===== config.mk =====
export PLATFORM = sky130hd
export DESIGN_NAME = hmi_uplink_frame_decoder_unit_flat
export DESIGN_NICKNAME = d
export VERILOG_FILES = /design/src/hufd_pkg.sv /design/src/hufd_if.sv /design/src/hufd_front.sv /design/src/hufd_fifo.sv /design/src/hufd_back.sv /design/src/hmi_uplink_frame_decoder_unit.sv /design/src/flat_wrapper.sv
export SDC_FILE = /design/constraint.sdc
export NUM_CORES = 1
export LEC_CHECK = 0
export ABC_CLOCK_PERIOD_IN_PS = 10650
export CAP_MARGIN = 25
export CORE_ASPECT_RATIO = 1.75
export CORE_MARGIN = 5
export CORE_UTILIZATION = 65
export DETAILED_ROUTE_END_ITERATION = 12
export DONT_BUFFER_PORTS = 1
export GPL_ROUTABILITY_DRIVEN = 0
export HOLD_SLACK_MARGIN = 0.1
export MAX_ROUTING_LAYER = met4
export PLACE_DENSITY = 0.93
export SETUP_SLACK_MARGIN = 0.2
export SLEW_MARGIN = 30
export SYNTH_ARGS = -nofsm -noshare
export SYNTH_HDL_FRONTEND = slang
export SYNTH_SLANG_ARGS = --single-unit

===== constraint.sdc =====
create_clock -name i_clk -period 10.65 [get_ports i_clk]
set_clock_uncertainty 0.05 [all_clocks]
set_input_delay 1.5975 -clock i_clk [delete_from_list [all_inputs] [get_ports i_clk]]
set_output_delay 1.5975 -clock i_clk [all_outputs]
set_load 0.03 [all_outputs]

===== src/hufd_pkg.sv =====
`default_nettype none

package hufd_pkg;

    localparam int MAX_FRAME_BYTES = 320;
    localparam int MIN_FRAME_BYTES = 13;
    localparam int POS_W           = $clog2(MAX_FRAME_BYTES + 2);
    localparam int HEAD_DEPTH      = 9;
    localparam int HEAD_IDX_W      = $clog2(HEAD_DEPTH);
    localparam int TAIL_DEPTH      = 5;
    localparam int FIFO_DEPTH      = 2;
    localparam int FIFO_PTR_W      = (FIFO_DEPTH > 1) ? $clog2(FIFO_DEPTH) : 1;
    localparam int FIFO_CNT_W      = $clog2(FIFO_DEPTH + 1);

    localparam logic [POS_W-1:0] POS_LAST_MIN   = POS_W'(MIN_FRAME_BYTES - 1);
    localparam logic [POS_W-1:0] POS_FEED_FIRST = POS_W'(MIN_FRAME_BYTES);
    localparam logic [POS_W-1:0] POS_MAX        = POS_W'(MAX_FRAME_BYTES);
    localparam logic [POS_W-1:0] POS_HEAD_END   = POS_W'(HEAD_DEPTH);

    localparam logic [7:0] SOF_BYTE   = 8'hEE;
    localparam logic [7:0] RTC_CMD    = 8'hF7;
    localparam logic [7:0] NOTIFY_CMD = 8'hB1;
    localparam logic [7:0] TEXT_SUB   = 8'h11;
    localparam logic [7:0] ASCII_ZERO = 8'h30;
    localparam logic [7:0] ASCII_NINE = 8'h39;
    localparam logic [7:0] NUL_BYTE   = 8'h00;

    localparam logic [19:0] NUM_MAX   = 20'd65535;
    localparam logic [11:0] YEAR_BASE = 12'd2000;

    localparam logic [15:0] QUERY_YEAR_RST   = 16'd2026;
    localparam logic [7:0]  QUERY_MONTH_RST  = 8'd5;
    localparam logic [7:0]  QUERY_DAY_RST    = 8'd6;
    localparam logic [7:0]  QUERY_HOUR_RST   = 8'd16;
    localparam logic [7:0]  QUERY_MINUTE_RST = 8'd46;

    localparam logic [15:0] CTRL_YEAR   = 16'd2;
    localparam logic [15:0] CTRL_MONTH  = 16'd3;
    localparam logic [15:0] CTRL_DAY    = 16'd4;
    localparam logic [15:0] CTRL_HOUR   = 16'd5;
    localparam logic [15:0] CTRL_MINUTE = 16'd6;

    localparam int CFG_ADDR_W   = 3;
    localparam int CFG_IDX_LSB  = 2;
    localparam logic [CFG_ADDR_W-CFG_IDX_LSB-1:0] REG_SCREEN_FILTER = '0;

    typedef enum logic [1:0] {
        KIND_IGNORE,
        KIND_RTC,
        KIND_NOTIFY
    } t_kind;

    typedef enum logic [1:0] {
        ST_IGNORED = 2'd0,
        ST_RTC     = 2'd1,
        ST_QUERY   = 2'd2,
        ST_OTHER   = 2'd3
    } t_status;

    typedef struct packed {
        logic [15:0] acc;
        logic        invalid;
    } t_num;

    typedef struct packed {
        logic       ok;
        logic [6:0] value;
    } t_bcd;

    typedef struct packed {
        t_kind       kind;
        logic [6:0]  year;
        logic [3:0]  month;
        logic [4:0]  day;
        logic [4:0]  hour;
        logic [5:0]  minute;
        logic [5:0]  second;
        logic [15:0] control;
        t_num        num;
        logic [7:0]  last;
        logic        short_text;
    } t_entry;

    typedef struct packed {
        logic full;
        logic empty;
    } t_fifo_stat;

    function automatic t_num f_feed_digit(t_num cur, logic [7:0] b);
        t_num        r;
        logic [19:0] sum;
        r   = cur;
        sum = {1'b0, cur.acc, 3'b000} + {3'b000, cur.acc, 1'b0} + {16'd0, b[3:0]};
        if (!cur.invalid) begin
            if (b < ASCII_ZERO || b > ASCII_NINE) begin
                r.invalid = 1'b1;
            end else if (sum > NUM_MAX) begin
                r.invalid = 1'b1;
            end else begin
                r.acc = sum[15:0];
            end
        end
        return r;
    endfunction

    function automatic t_bcd f_bcd(logic [7:0] b);
        t_bcd r;
        r.ok    = (b[7:4] <= 4'd9) && (b[3:0] <= 4'd9);
        r.value = {b[7:4], 3'b000} + {2'b00, b[7:4], 1'b0} + {3'b000, b[3:0]};
        return r;
    endfunction

endpackage

`default_nettype wire


===== src/hufd_if.sv =====
`default_nettype none

interface hufd_in_if;
    logic       valid;
    logic       ready;
    logic [7:0] frame_byte;
    logic       frame_end;

    modport source (output valid, frame_byte, frame_end, input ready);
    modport sink   (input valid, frame_byte, frame_end, output ready);
endinterface

interface hufd_out_if;
    logic        valid;
    logic        ready;
    logic [1:0]  frame_status;
    logic [15:0] query_year_out;
    logic [7:0]  query_month_out;
    logic [7:0]  query_day_out;
    logic [7:0]  query_hour_out;
    logic [7:0]  query_minute_out;
    logic [11:0] rtc_year_out;
    logic [3:0]  rtc_month_out;
    logic [4:0]  rtc_day_out;
    logic [4:0]  rtc_hour_out;
    logic [5:0]  rtc_minute_out;
    logic [5:0]  rtc_second_out;

    modport source (
        output valid, frame_status, query_year_out, query_month_out, query_day_out,
               query_hour_out, query_minute_out, rtc_year_out, rtc_month_out,
               rtc_day_out, rtc_hour_out, rtc_minute_out, rtc_second_out,
        input  ready
    );
    modport sink (
        input  valid, frame_status, query_year_out, query_month_out, query_day_out,
               query_hour_out, query_minute_out, rtc_year_out, rtc_month_out,
               rtc_day_out, rtc_hour_out, rtc_minute_out, rtc_second_out,
        output ready
    );
endinterface

`default_nettype wire


===== src/hufd_front.sv =====
`default_nettype none

module hufd_front import hufd_pkg::*; (
    input  wire logic       i_clk,
    input  wire logic       i_rst_n,
    hufd_in_if.sink         i_in,
    input  wire logic [15:0] i_screen_filter,
    input  wire t_fifo_stat i_fifo_stat,
    output logic            o_push,
    output t_entry          o_entry
);

    localparam logic [6:0] MONTH_MAX  = 7'd12;
    localparam logic [6:0] DAY_MAX    = 7'd31;
    localparam logic [6:0] HOUR_MAX   = 7'd23;
    localparam logic [6:0] MINUTE_MAX = 7'd59;

    logic [POS_W-1:0] r_pos;
    logic [POS_W-1:0] n_pos;
    t_num             r_num;
    t_num             n_num;
    logic [7:0]       r_head [HEAD_DEPTH];
    logic [7:0]       r_tail [TAIL_DEPTH];

    logic w_accept;
    logic w_feed;
    logic w_len_ok;
    logic w_rtc_ok;
    logic w_notify_ok;
    t_bcd w_bcd_year;
    t_bcd w_bcd_month;
    t_bcd w_bcd_day;
    t_bcd w_bcd_hour;
    t_bcd w_bcd_minute;
    t_bcd w_bcd_second;

    assign i_in.ready = !i_fifo_stat.full;
    assign w_accept   = i_in.valid && i_in.ready;
    assign o_push     = w_accept && i_in.frame_end;

    always_comb begin
        w_feed = (r_pos >= POS_FEED_FIRST) && (r_pos <= POS_MAX);
        n_num  = w_feed ? f_feed_digit(r_num, r_tail[0]) : r_num;
        n_pos  = (r_pos <= POS_MAX) ? r_pos + 1'b1 : r_pos;
    end

    always_ff @(posedge i_clk) begin
        if (!i_rst_n) begin
            r_pos <= '0;
            r_num <= '0;
        end else if (w_accept) begin
            r_pos <= i_in.frame_end ? '0 : n_pos;
            r_num <= i_in.frame_end ? '0 : n_num;
        end
    end

    always_ff @(posedge i_clk) begin
        if (w_accept) begin
            if (r_pos < POS_HEAD_END) begin
                r_head[r_pos[HEAD_IDX_W-1:0]] <= i_in.frame_byte;
            end
            for (int i = 0; i < TAIL_DEPTH - 1; i++) begin
                r_tail[i] <= r_tail[i+1];
            end
            r_tail[TAIL_DEPTH-1] <= i_in.frame_byte;
        end
    end

    always_comb begin
        w_bcd_year   = f_bcd(r_head[2]);
        w_bcd_month  = f_bcd(r_head[3]);
        w_bcd_day    = f_bcd(r_head[5]);
        w_bcd_hour   = f_bcd(r_head[6]);
        w_bcd_minute = f_bcd(r_head[7]);
        w_bcd_second = f_bcd(r_head[8]);

        w_len_ok = (r_pos >= POS_LAST_MIN) && (r_pos < POS_MAX);

        w_rtc_ok = (r_pos == POS_LAST_MIN) && (r_head[0] == SOF_BYTE)
                && w_bcd_year.ok && w_bcd_month.ok && w_bcd_day.ok
                && w_bcd_hour.ok && w_bcd_minute.ok && w_bcd_second.ok
                && (w_bcd_month.value >= 7'd1) && (w_bcd_month.value <= MONTH_MAX)
                && (w_bcd_day.value >= 7'd1) && (w_bcd_day.value <= DAY_MAX)
                && (w_bcd_hour.value <= HOUR_MAX)
                && (w_bcd_minute.value <= MINUTE_MAX)
                && (w_bcd_second.value <= MINUTE_MAX);

        w_notify_ok = (r_head[0] == SOF_BYTE) && (r_head[1] == NOTIFY_CMD)
                   && (r_head[2] == TEXT_SUB) && (r_head[7] == TEXT_SUB)
                   && ({r_head[3], r_head[4]} == i_screen_filter);

        if (!w_len_ok) begin
            o_entry.kind = KIND_IGNORE;
        end else if (r_head[1] == RTC_CMD) begin
            o_entry.kind = w_rtc_ok ? KIND_RTC : KIND_IGNORE;
        end else begin
            o_entry.kind = w_notify_ok ? KIND_NOTIFY : KIND_IGNORE;
        end

        o_entry.year       = w_bcd_year.value;
        o_entry.month      = w_bcd_month.value[3:0];
        o_entry.day        = w_bcd_day.value[4:0];
        o_entry.hour       = w_bcd_hour.value[4:0];
        o_entry.minute     = w_bcd_minute.value[5:0];
        o_entry.second     = w_bcd_second.value[5:0];
        o_entry.control    = {r_head[5], r_head[6]};
        o_entry.num        = n_num;
        o_entry.last       = r_tail[1];
        o_entry.short_text = (r_pos == POS_LAST_MIN);
    end

endmodule

`default_nettype wire


===== src/hufd_fifo.sv =====
`default_nettype none

module hufd_fifo import hufd_pkg::*; (
    input  wire logic   i_clk,
    input  wire logic   i_rst_n,
    input  wire logic   i_push,
    input  wire t_entry i_entry,
    input  wire logic   i_pop,
    output t_entry      o_entry,
    output t_fifo_stat  o_stat
);

    localparam logic [FIFO_PTR_W-1:0] PTR_LAST = FIFO_PTR_W'(FIFO_DEPTH - 1);
    localparam logic [FIFO_CNT_W-1:0] CNT_FULL = FIFO_CNT_W'(FIFO_DEPTH);

    t_entry                r_mem [FIFO_DEPTH];
    logic [FIFO_PTR_W-1:0] r_wr_ptr;
    logic [FIFO_PTR_W-1:0] r_rd_ptr;
    logic [FIFO_CNT_W-1:0] r_count;

    assign o_stat.full  = (r_count == CNT_FULL);
    assign o_stat.empty = (r_count == '0);
    assign o_entry      = r_mem[r_rd_ptr];

    always_ff @(posedge i_clk) begin
        if (!i_rst_n) begin
            r_wr_ptr <= '0;
            r_rd_ptr <= '0;
            r_count  <= '0;
        end else begin
            if (i_push) begin
                r_wr_ptr <= (r_wr_ptr == PTR_LAST) ? '0 : r_wr_ptr + 1'b1;
            end
            if (i_pop) begin
                r_rd_ptr <= (r_rd_ptr == PTR_LAST) ? '0 : r_rd_ptr + 1'b1;
            end
            if (i_push && !i_pop) begin
                r_count <= r_count + 1'b1;
            end else if (i_pop && !i_push) begin
                r_count <= r_count - 1'b1;
            end
        end
    end

    always_ff @(posedge i_clk) begin
        if (i_push) begin
            r_mem[r_wr_ptr] <= i_entry;
        end
    end

endmodule

`default_nettype wire


===== src/hufd_back.sv =====
`default_nettype none

module hufd_back import hufd_pkg::*; (
    input  wire logic       i_clk,
    input  wire logic       i_rst_n,
    input  wire t_fifo_stat i_fifo_stat,
    input  wire t_entry     i_entry,
    output logic            o_pop,
    hufd_out_if.source      o_out
);

    logic        r_out_valid;
    t_status     r_status;
    t_status     n_status;
    logic [15:0] r_query_year;
    logic [15:0] n_query_year;
    logic [7:0]  r_query_month;
    logic [7:0]  n_query_month;
    logic [7:0]  r_query_day;
    logic [7:0]  n_query_day;
    logic [7:0]  r_query_hour;
    logic [7:0]  n_query_hour;
    logic [7:0]  r_query_minute;
    logic [7:0]  n_query_minute;
    logic [11:0] r_rtc_year;
    logic [11:0] n_rtc_year;
    logic [3:0]  r_rtc_month;
    logic [3:0]  n_rtc_month;
    logic [4:0]  r_rtc_day;
    logic [4:0]  n_rtc_day;
    logic [4:0]  r_rtc_hour;
    logic [4:0]  n_rtc_hour;
    logic [5:0]  r_rtc_minute;
    logic [5:0]  n_rtc_minute;
    logic [5:0]  r_rtc_second;
    logic [5:0]  n_rtc_second;

    t_num w_num;
    logic w_num_ok;

    assign o_pop = !i_fifo_stat.empty && (!r_out_valid || o_out.ready);

    always_comb begin
        w_num    = (i_entry.last != NUL_BYTE) ? f_feed_digit(i_entry.num, i_entry.last)
                                              : i_entry.num;
        w_num_ok = !w_num.invalid && !(i_entry.short_text && (i_entry.last == NUL_BYTE));

        n_status       = ST_IGNORED;
        n_query_year   = r_query_year;
        n_query_month  = r_query_month;
        n_query_day    = r_query_day;
        n_query_hour   = r_query_hour;
        n_query_minute = r_query_minute;
        n_rtc_year     = r_rtc_year;
        n_rtc_month    = r_rtc_month;
        n_rtc_day      = r_rtc_day;
        n_rtc_hour     = r_rtc_hour;
        n_rtc_minute   = r_rtc_minute;
        n_rtc_second   = r_rtc_second;

        unique case (i_entry.kind)
            KIND_RTC: begin
                n_status     = ST_RTC;
                n_rtc_year   = YEAR_BASE + {5'd0, i_entry.year};
                n_rtc_month  = i_entry.month;
                n_rtc_day    = i_entry.day;
                n_rtc_hour   = i_entry.hour;
                n_rtc_minute = i_entry.minute;
                n_rtc_second = i_entry.second;
            end
            KIND_NOTIFY: begin
                if (w_num_ok) begin
                    n_status = ST_QUERY;
                    unique case (i_entry.control)
                        CTRL_YEAR:   n_query_year   = w_num.acc;
                        CTRL_MONTH:  n_query_month  = w_num.acc[7:0];
                        CTRL_DAY:    n_query_day    = w_num.acc[7:0];
                        CTRL_HOUR:   n_query_hour   = w_num.acc[7:0];
                        CTRL_MINUTE: n_query_minute = w_num.acc[7:0];
                        default:     n_status       = ST_OTHER;
                    endcase
                end
            end
            default: begin
                n_status = ST_IGNORED;
            end
        endcase
    end

    always_ff @(posedge i_clk) begin
        if (!i_rst_n) begin
            r_out_valid    <= 1'b0;
            r_status       <= ST_IGNORED;
            r_query_year   <= QUERY_YEAR_RST;
            r_query_month  <= QUERY_MONTH_RST;
            r_query_day    <= QUERY_DAY_RST;
            r_query_hour   <= QUERY_HOUR_RST;
            r_query_minute <= QUERY_MINUTE_RST;
            r_rtc_year     <= '0;
            r_rtc_month    <= '0;
            r_rtc_day      <= '0;
            r_rtc_hour     <= '0;
            r_rtc_minute   <= '0;
            r_rtc_second   <= '0;
        end else if (o_pop) begin
            r_out_valid    <= 1'b1;
            r_status       <= n_status;
            r_query_year   <= n_query_year;
            r_query_month  <= n_query_month;
            r_query_day    <= n_query_day;
            r_query_hour   <= n_query_hour;
            r_query_minute <= n_query_minute;
            r_rtc_year     <= n_rtc_year;
            r_rtc_month    <= n_rtc_month;
            r_rtc_day      <= n_rtc_day;
            r_rtc_hour     <= n_rtc_hour;
            r_rtc_minute   <= n_rtc_minute;
            r_rtc_second   <= n_rtc_second;
        end else if (o_out.ready) begin
            r_out_valid <= 1'b0;
        end
    end

    assign o_out.valid            = r_out_valid;
    assign o_out.frame_status     = r_status;
    assign o_out.query_year_out   = r_query_year;
    assign o_out.query_month_out  = r_query_month;
    assign o_out.query_day_out    = r_query_day;
    assign o_out.query_hour_out   = r_query_hour;
    assign o_out.query_minute_out = r_query_minute;
    assign o_out.rtc_year_out     = r_rtc_year;
    assign o_out.rtc_month_out    = r_rtc_month;
    assign o_out.rtc_day_out      = r_rtc_day;
    assign o_out.rtc_hour_out     = r_rtc_hour;
    assign o_out.rtc_minute_out   = r_rtc_minute;
    assign o_out.rtc_second_out   = r_rtc_second;

endmodule

`default_nettype wire


===== src/hmi_uplink_frame_decoder_unit.sv =====
// The result of a frame is stored in the frame queue and then in the output register.
// Throughput: one byte per cycle; the two-entry frame queue stalls input only when it is full.
// The output register holds each result until it is taken; the queue keeps bytes flowing.
// Reset is synchronous and active low: it clears the byte count, the queue and the output,
// sets the query registers to 2026-05-06 16:46 and the stored RTC time and screen filter to zero.
`default_nettype none

module hmi_uplink_frame_decoder_unit import hufd_pkg::*; (
    input  wire logic                  i_clk,
    input  wire logic                  i_rst_n,
    hufd_in_if.sink                    i_in,
    hufd_out_if.source                 o_out,
    input  wire logic                  psel,
    input  wire logic                  penable,
    input  wire logic                  pwrite,
    input  wire logic [CFG_ADDR_W-1:0] paddr,
    input  wire logic [31:0]           pwdata,
    output logic      [31:0]           prdata,
    output logic                       pready
);

    logic [15:0] r_screen_filter;
    logic        w_sel_filter;
    logic        w_push;
    logic        w_pop;
    t_entry      w_push_entry;
    t_entry      w_pop_entry;
    t_fifo_stat  w_fifo_stat;

    assign pready       = 1'b1;
    assign w_sel_filter = (paddr[CFG_ADDR_W-1:CFG_IDX_LSB] == REG_SCREEN_FILTER);
    assign prdata       = w_sel_filter ? {16'd0, r_screen_filter} : '0;

    always_ff @(posedge i_clk) begin
        if (!i_rst_n) begin
            r_screen_filter <= '0;
        end else if (psel && penable && pwrite && pready && w_sel_filter) begin
            r_screen_filter <= pwdata[15:0];
        end
    end

    hufd_front u_front (
        .i_clk           (i_clk),
        .i_rst_n         (i_rst_n),
        .i_in            (i_in),
        .i_screen_filter (r_screen_filter),
        .i_fifo_stat     (w_fifo_stat),
        .o_push          (w_push),
        .o_entry         (w_push_entry)
    );

    hufd_fifo u_fifo (
        .i_clk   (i_clk),
        .i_rst_n (i_rst_n),
        .i_push  (w_push),
        .i_entry (w_push_entry),
        .i_pop   (w_pop),
        .o_entry (w_pop_entry),
        .o_stat  (w_fifo_stat)
    );

    hufd_back u_back (
        .i_clk       (i_clk),
        .i_rst_n     (i_rst_n),
        .i_fifo_stat (w_fifo_stat),
        .i_entry     (w_pop_entry),
        .o_pop       (w_pop),
        .o_out       (o_out)
    );

    a_reset_clears_output: assert property (@(posedge i_clk)
        !i_rst_n |=> !o_out.valid)
        else $error("output valid after reset");

    a_frame_end_pending: assert property (@(posedge i_clk) disable iff (!i_rst_n)
        (i_in.valid && i_in.ready && i_in.frame_end) |=> !w_fifo_stat.empty)
        else $error("completed frame did not reach the queue");

    a_rtc_in_range: assert property (@(posedge i_clk) disable iff (!i_rst_n)
        (o_out.valid && (o_out.frame_status == ST_RTC)) |->
            (o_out.rtc_year_out >= 12'd2000) && (o_out.rtc_year_out <= 12'd2099)
            && (o_out.rtc_month_out >= 4'd1) && (o_out.rtc_month_out <= 4'd12)
            && (o_out.rtc_day_out >= 5'd1) && (o_out.rtc_hour_out <= 5'd23)
            && (o_out.rtc_minute_out <= 6'd59) && (o_out.rtc_second_out <= 6'd59))
        else $error("stored RTC time out of range");

endmodule

`default_nettype wire


===== src/flat_wrapper.sv =====
// flat-port wrapper written by rule: the top's interface ports become plain ports
module hmi_uplink_frame_decoder_unit_flat import hufd_pkg::*;
  (i_clk, i_rst_n, psel, penable, pwrite, paddr, pwdata, prdata, pready, i_in_valid, i_in_frame_byte, i_in_frame_end, i_in_ready, o_out_valid, o_out_frame_status, o_out_query_year_out, o_out_query_month_out, o_out_query_day_out, o_out_query_hour_out, o_out_query_minute_out, o_out_rtc_year_out, o_out_rtc_month_out, o_out_rtc_day_out, o_out_rtc_hour_out, o_out_rtc_minute_out, o_out_rtc_second_out, o_out_ready);
  hufd_in_if i_in_i ();
  hufd_out_if o_out_i ();
  input  wire logic i_clk;
  input  wire logic i_rst_n;
  input  wire logic psel;
  input  wire logic penable;
  input  wire logic pwrite;
  input  wire logic [CFG_ADDR_W-1:0] paddr;
  input  wire logic [31:0] pwdata;
  output logic      [31:0] prdata;
  output logic pready;
  input wire logic [$bits(i_in_i.valid)-1:0] i_in_valid;
  input wire logic [$bits(i_in_i.frame_byte)-1:0] i_in_frame_byte;
  input wire logic [$bits(i_in_i.frame_end)-1:0] i_in_frame_end;
  output wire logic [$bits(i_in_i.ready)-1:0] i_in_ready;
  output wire logic [$bits(o_out_i.valid)-1:0] o_out_valid;
  output wire logic [$bits(o_out_i.frame_status)-1:0] o_out_frame_status;
  output wire logic [$bits(o_out_i.query_year_out)-1:0] o_out_query_year_out;
  output wire logic [$bits(o_out_i.query_month_out)-1:0] o_out_query_month_out;
  output wire logic [$bits(o_out_i.query_day_out)-1:0] o_out_query_day_out;
  output wire logic [$bits(o_out_i.query_hour_out)-1:0] o_out_query_hour_out;
  output wire logic [$bits(o_out_i.query_minute_out)-1:0] o_out_query_minute_out;
  output wire logic [$bits(o_out_i.rtc_year_out)-1:0] o_out_rtc_year_out;
  output wire logic [$bits(o_out_i.rtc_month_out)-1:0] o_out_rtc_month_out;
  output wire logic [$bits(o_out_i.rtc_day_out)-1:0] o_out_rtc_day_out;
  output wire logic [$bits(o_out_i.rtc_hour_out)-1:0] o_out_rtc_hour_out;
  output wire logic [$bits(o_out_i.rtc_minute_out)-1:0] o_out_rtc_minute_out;
  output wire logic [$bits(o_out_i.rtc_second_out)-1:0] o_out_rtc_second_out;
  input wire logic [$bits(o_out_i.ready)-1:0] o_out_ready;
  assign i_in_i.valid = i_in_valid;
  assign i_in_i.frame_byte = i_in_frame_byte;
  assign i_in_i.frame_end = i_in_frame_end;
  assign i_in_ready = i_in_i.ready;
  assign o_out_valid = o_out_i.valid;
  assign o_out_frame_status = o_out_i.frame_status;
  assign o_out_query_year_out = o_out_i.query_year_out;
  assign o_out_query_month_out = o_out_i.query_month_out;
  assign o_out_query_day_out = o_out_i.query_day_out;
  assign o_out_query_hour_out = o_out_i.query_hour_out;
  assign o_out_query_minute_out = o_out_i.query_minute_out;
  assign o_out_rtc_year_out = o_out_i.rtc_year_out;
  assign o_out_rtc_month_out = o_out_i.rtc_month_out;
  assign o_out_rtc_day_out = o_out_i.rtc_day_out;
  assign o_out_rtc_hour_out = o_out_i.rtc_hour_out;
  assign o_out_rtc_minute_out = o_out_i.rtc_minute_out;
  assign o_out_rtc_second_out = o_out_i.rtc_second_out;
  assign o_out_i.ready = o_out_ready;
  hmi_uplink_frame_decoder_unit u_core (.i_clk(i_clk), .i_rst_n(i_rst_n), .i_in(i_in_i), .o_out(o_out_i), .psel(psel), .penable(penable), .pwrite(pwrite), .paddr(paddr), .pwdata(pwdata), .prdata(prdata), .pready(pready));
endmodule

==> impl_results.md <==
- I/O Buffers: 0
- Slew at the pin closest to its max-slew limit: 0.928 ns
- Final period utilization: 0.570
- Clock root cell: clkbuf_16
- DIE AREA: 0.0316 mm²
- Initial DRC Count: 1067
- P&R area growth vs syn: 7.41%
- Fin. Hold Viols: 0
- Synth Instances: 1436
- Total number of vias: 11.8k
- FP Rows: 81
- H-tree depth: 2
- Mapped Area: 0.0182 mm²
- Core area: 0.0278 mm²
- Max_slew headroom: 0.376
- Post-DP Area: 0.0185 mm²
- TritonCTS clock tree: built
- Seq/Total Area, Yosys: 0.580
- Resized Gates After CTS: 0
- Post-synth EDFFs: 262
- Max-cap violations: 0
- Inserted Diodes: 0
- Final Total Pwr: 4.00 mW
- FF+latch count, synth: 396
- Async SR Flop Fraction: 0
- Largest net degree at the start of global routing: 69
- CP peak stage delay: 0.78 ns
- Classification of the worst-slack hold path: reg2reg
- Antenna Nets Post-Route: 0
- Max-slew violation count: 0
- CP Class: reg2reg
- Main synth FF type: edfxtp_1
- Critical path data arrival time: 6.48 ns
- Die Wd: 136 µm
- PD cells: 205 mW/mm²
- Worst-Skew Late Latency: 0.53 ns
- Setup Buffers After CTS: 0
- Status: complete, no violations
- Drt drc: 0
- Syn avg cell area: 12.7 µm²
- Fin nets: 1612
- Drt pass-1 iters: 6
- CP Buf/Inv Count: 3
- Final Util: 0.704
- Distinct cells, synth: 78
- Fin crit period: 6.08 ns
- Initial core utilization: 0.655
- Cts hold-fix bufs: 0
- Filler instances: 1686
- First-pass GRT wire length: 67400 µm
- Ports: 174
- Critical path startpoint category: flip-flop
- CP Max Fanout: 53
- Crit path cell chain: buf_4 -> mux2_2 -> inv_1 -> fa_1 -> inv_1 -> ha_1 -> a211oi_1 -> o21ai_1 -> a21oi_1 -> o211ai_1 -> and4bb_4 -> and3_1 -> mux2i_1 -> mux2i_1 -> nor2_1
- FMAX: 165 MHz
- Static Leak: 7.30 nW
- Setup_tns: 0 ns
- Wire per inst: 24.3 µm
- Worst VDD drop: 153 µV
- Remaining global-route overflow: 0
- All-layer global routing usage: 0.290
- CP max-delay cell: mux2i_1
- Initial antenna violation count: 0
- Layout cells sized above 1: 0.0872
- Dpl hpwl: 29700 µm
- Max Root-Sink Buffers: 3
- RSZ-0062 raised after global routing: false
- Worst Path Required: 11.06 ns
- Final instance area: 0.0195 mm²
- Die Span Y: 231 µm
- Synthesis warning total: 0
- Drt via density: 6.47
- Clock slew seen by the registers of the worst setup and hold paths: 0.07 ns
- Crit end category: flip-flop
- CTS Buf Count: 34
- Clk sink count: 396
- # setup viols final: 0
- CP top delay family: multiplexers
- WL final: 44500 µm
- Vias in the first global route: 12.4k
-- registers in the layout, indices dropped and copies added (netlist names), 6 cells and up, named ones only --
register and cells:
u_core.u_front.r_num 17, u_core.u_back.o_out.query_year_out 16, u_core.r_screen_filter 16, u_core.u_front.r_head 72, u_core.u_back.o_out.query_minute_out 8, u_core.u_back.o_out.query_month_out 8, u_core.u_back.o_out.rtc_minute_out 6, u_core.u_front.r_tail 40
u_core.u_back.o_out.query_hour_out 8, u_core.u_back.o_out.rtc_second_out 6, u_core.u_back.o_out.query_day_out 8, u_core.u_front.r_pos 9, u_core.u_fifo.r_mem 150, u_core.u_back.o_out.rtc_year_out 10
-- worst paths after layout --
path,start,to,slack [ns],depth (start not counted)
min,u_core.u_front.r_tail[0][24]$_DFFE_PP_,u_core.u_front.r_tail[0][16]$_DFFE_PP_,0.37,0
max reg2reg,flip-flop,u_core.u_back.o_out.query_hour_out[0]$_SDFFE_PN0P_,4.57,15
max,flip-flop,u_core.u_back.o_out.query_hour_out[0]$_SDFFE_PN0P_,4.57,15
min reg2reg,u_core.u_front.r_tail[0][24]$_DFFE_PP_,u_core.u_front.r_tail[0][16]$_DFFE_PP_,0.37,0
-- worst reg2reg max path: stages, from the launching register on --
cell      delay, ns
dfxtp_4        0.59
buf_4          0.73
mux2_2         0.50
inv_1          0.09
fa_1           0.41
inv_1          0.12
ha_1           0.27
a211oi_1       0.29
o21ai_1        0.19
a21oi_1        0.42
o211ai_1       0.16
and4bb_4       0.36
and3_1         0.71
mux2i_1        0.78
mux2i_1        0.20
nor2_1         0.14
-- power breakdown --
group / switching (mW) / internal, mW
clock: 0.547 / 0.646
combinational: 0.568 / 0.328
sequential: 0.143 / 1.77
total: 1.26 / 2.74
-- layout by cell type (no fill, tap or decap), drive strengths merged, types with 8 or more instances in the layout --
| cell | n |
|---|---|
| edfxtp | 262 |
| dfxtp | 134 |
| nor2 | 119 |
| ha | 113 |
| nand2 | 94 |
| mux2i | 89 |
| a21oi | 74 |
| clkbuf | 49 |
| inv | 48 |
| a211oi | 44 |
| mux2 | 44 |
| o21ai | 42 |
| xor2 | 34 |
| xnor2 | 33 |
| nor2b | 26 |
| nor4 | 22 |
| a21o | 21 |
| conb | 17 |
| fa | 16 |
| a22o | 15 |
| nor3 | 15 |
| nand4 | 14 |
| nand3 | 13 |
| buf | 12 |
| and2 | 10 |
| clkinv | 10 |
| o211ai | 8 |
| and3 | 8 |
-- metal layers --
| metal | global-route usage | wire, µm |
|---|---|---|
| met4 | 0.202 | 3720 |
| met2 | 0.507 | 23400 |
| met1 | 0.290 | 14400 |
| met3 | 0.0458 | 2930 |
| met5 | - | 0 |
-- final cells by class --
class	count	area (µm²)	area share
repair buffers	12	90.1	0.00461
clock buffers	49	982	0.0503
inverters	46	173	0.00884
flip-flops and latches	396	10600	0.540
well taps	373	467	0.0239
clock inverters	12	67.6	0.00346
multi-input cells	942	7200	0.369
-- stage by stage --
stage | instances | hold WS [ns] | setup slack, ns
2_1_floorplan | 1451 | 0.350 | 4.35
3_3_place_gp | 1769 | 0.351 | 4.96
3_5_place_dp | 1769 | 0.355 | 4.72
4_1_cts | 1830 | 0.367 | 4.74
5_1_grt | 1830 | 0.377 | 4.42
6_report | 1830 | 0.372 | 4.57
-- cells in the mapped netlist (14+ instances only) --
cell type,n,area [µm²]
a211oi_1,43,323
o21ai_0,37,185
a22o_1,15,131
clkbuf_1,23,86.3
dfxtp_1,134,2680
nor4_1,18,113
ha_1,113,1410
buf_4,21,158
mux2_2,38,428
a21oi_1,73,365
a21o_1,21,158
nor2b_1,26,163
xnor2_1,33,289
nor2_1,119,447
inv_1,45,169
mux2i_1,88,881
nand4_1,14,87.6
nor3_1,14,70.1
xor2_1,34,298
fa_1,16,320
nand2_1,94,353
edfxtp_1,262,7870
-- logic make-up after synthesis --
logic type | after synthesis | synth area share
muxes | 133 | 0.0764
other | 2 | 0.000413
buffers and inverters | 113 | 0.0294
xor gates and xnor gates | 67 | 0.0323
and+or+nand+nor | 348 | 0.0942
AOI/OAI and AO/OA | 248 | 0.0919
adders and majority gates | 129 | 0.0953
DFF | 396 | 0.580
(Power assumes the default switching activity.)
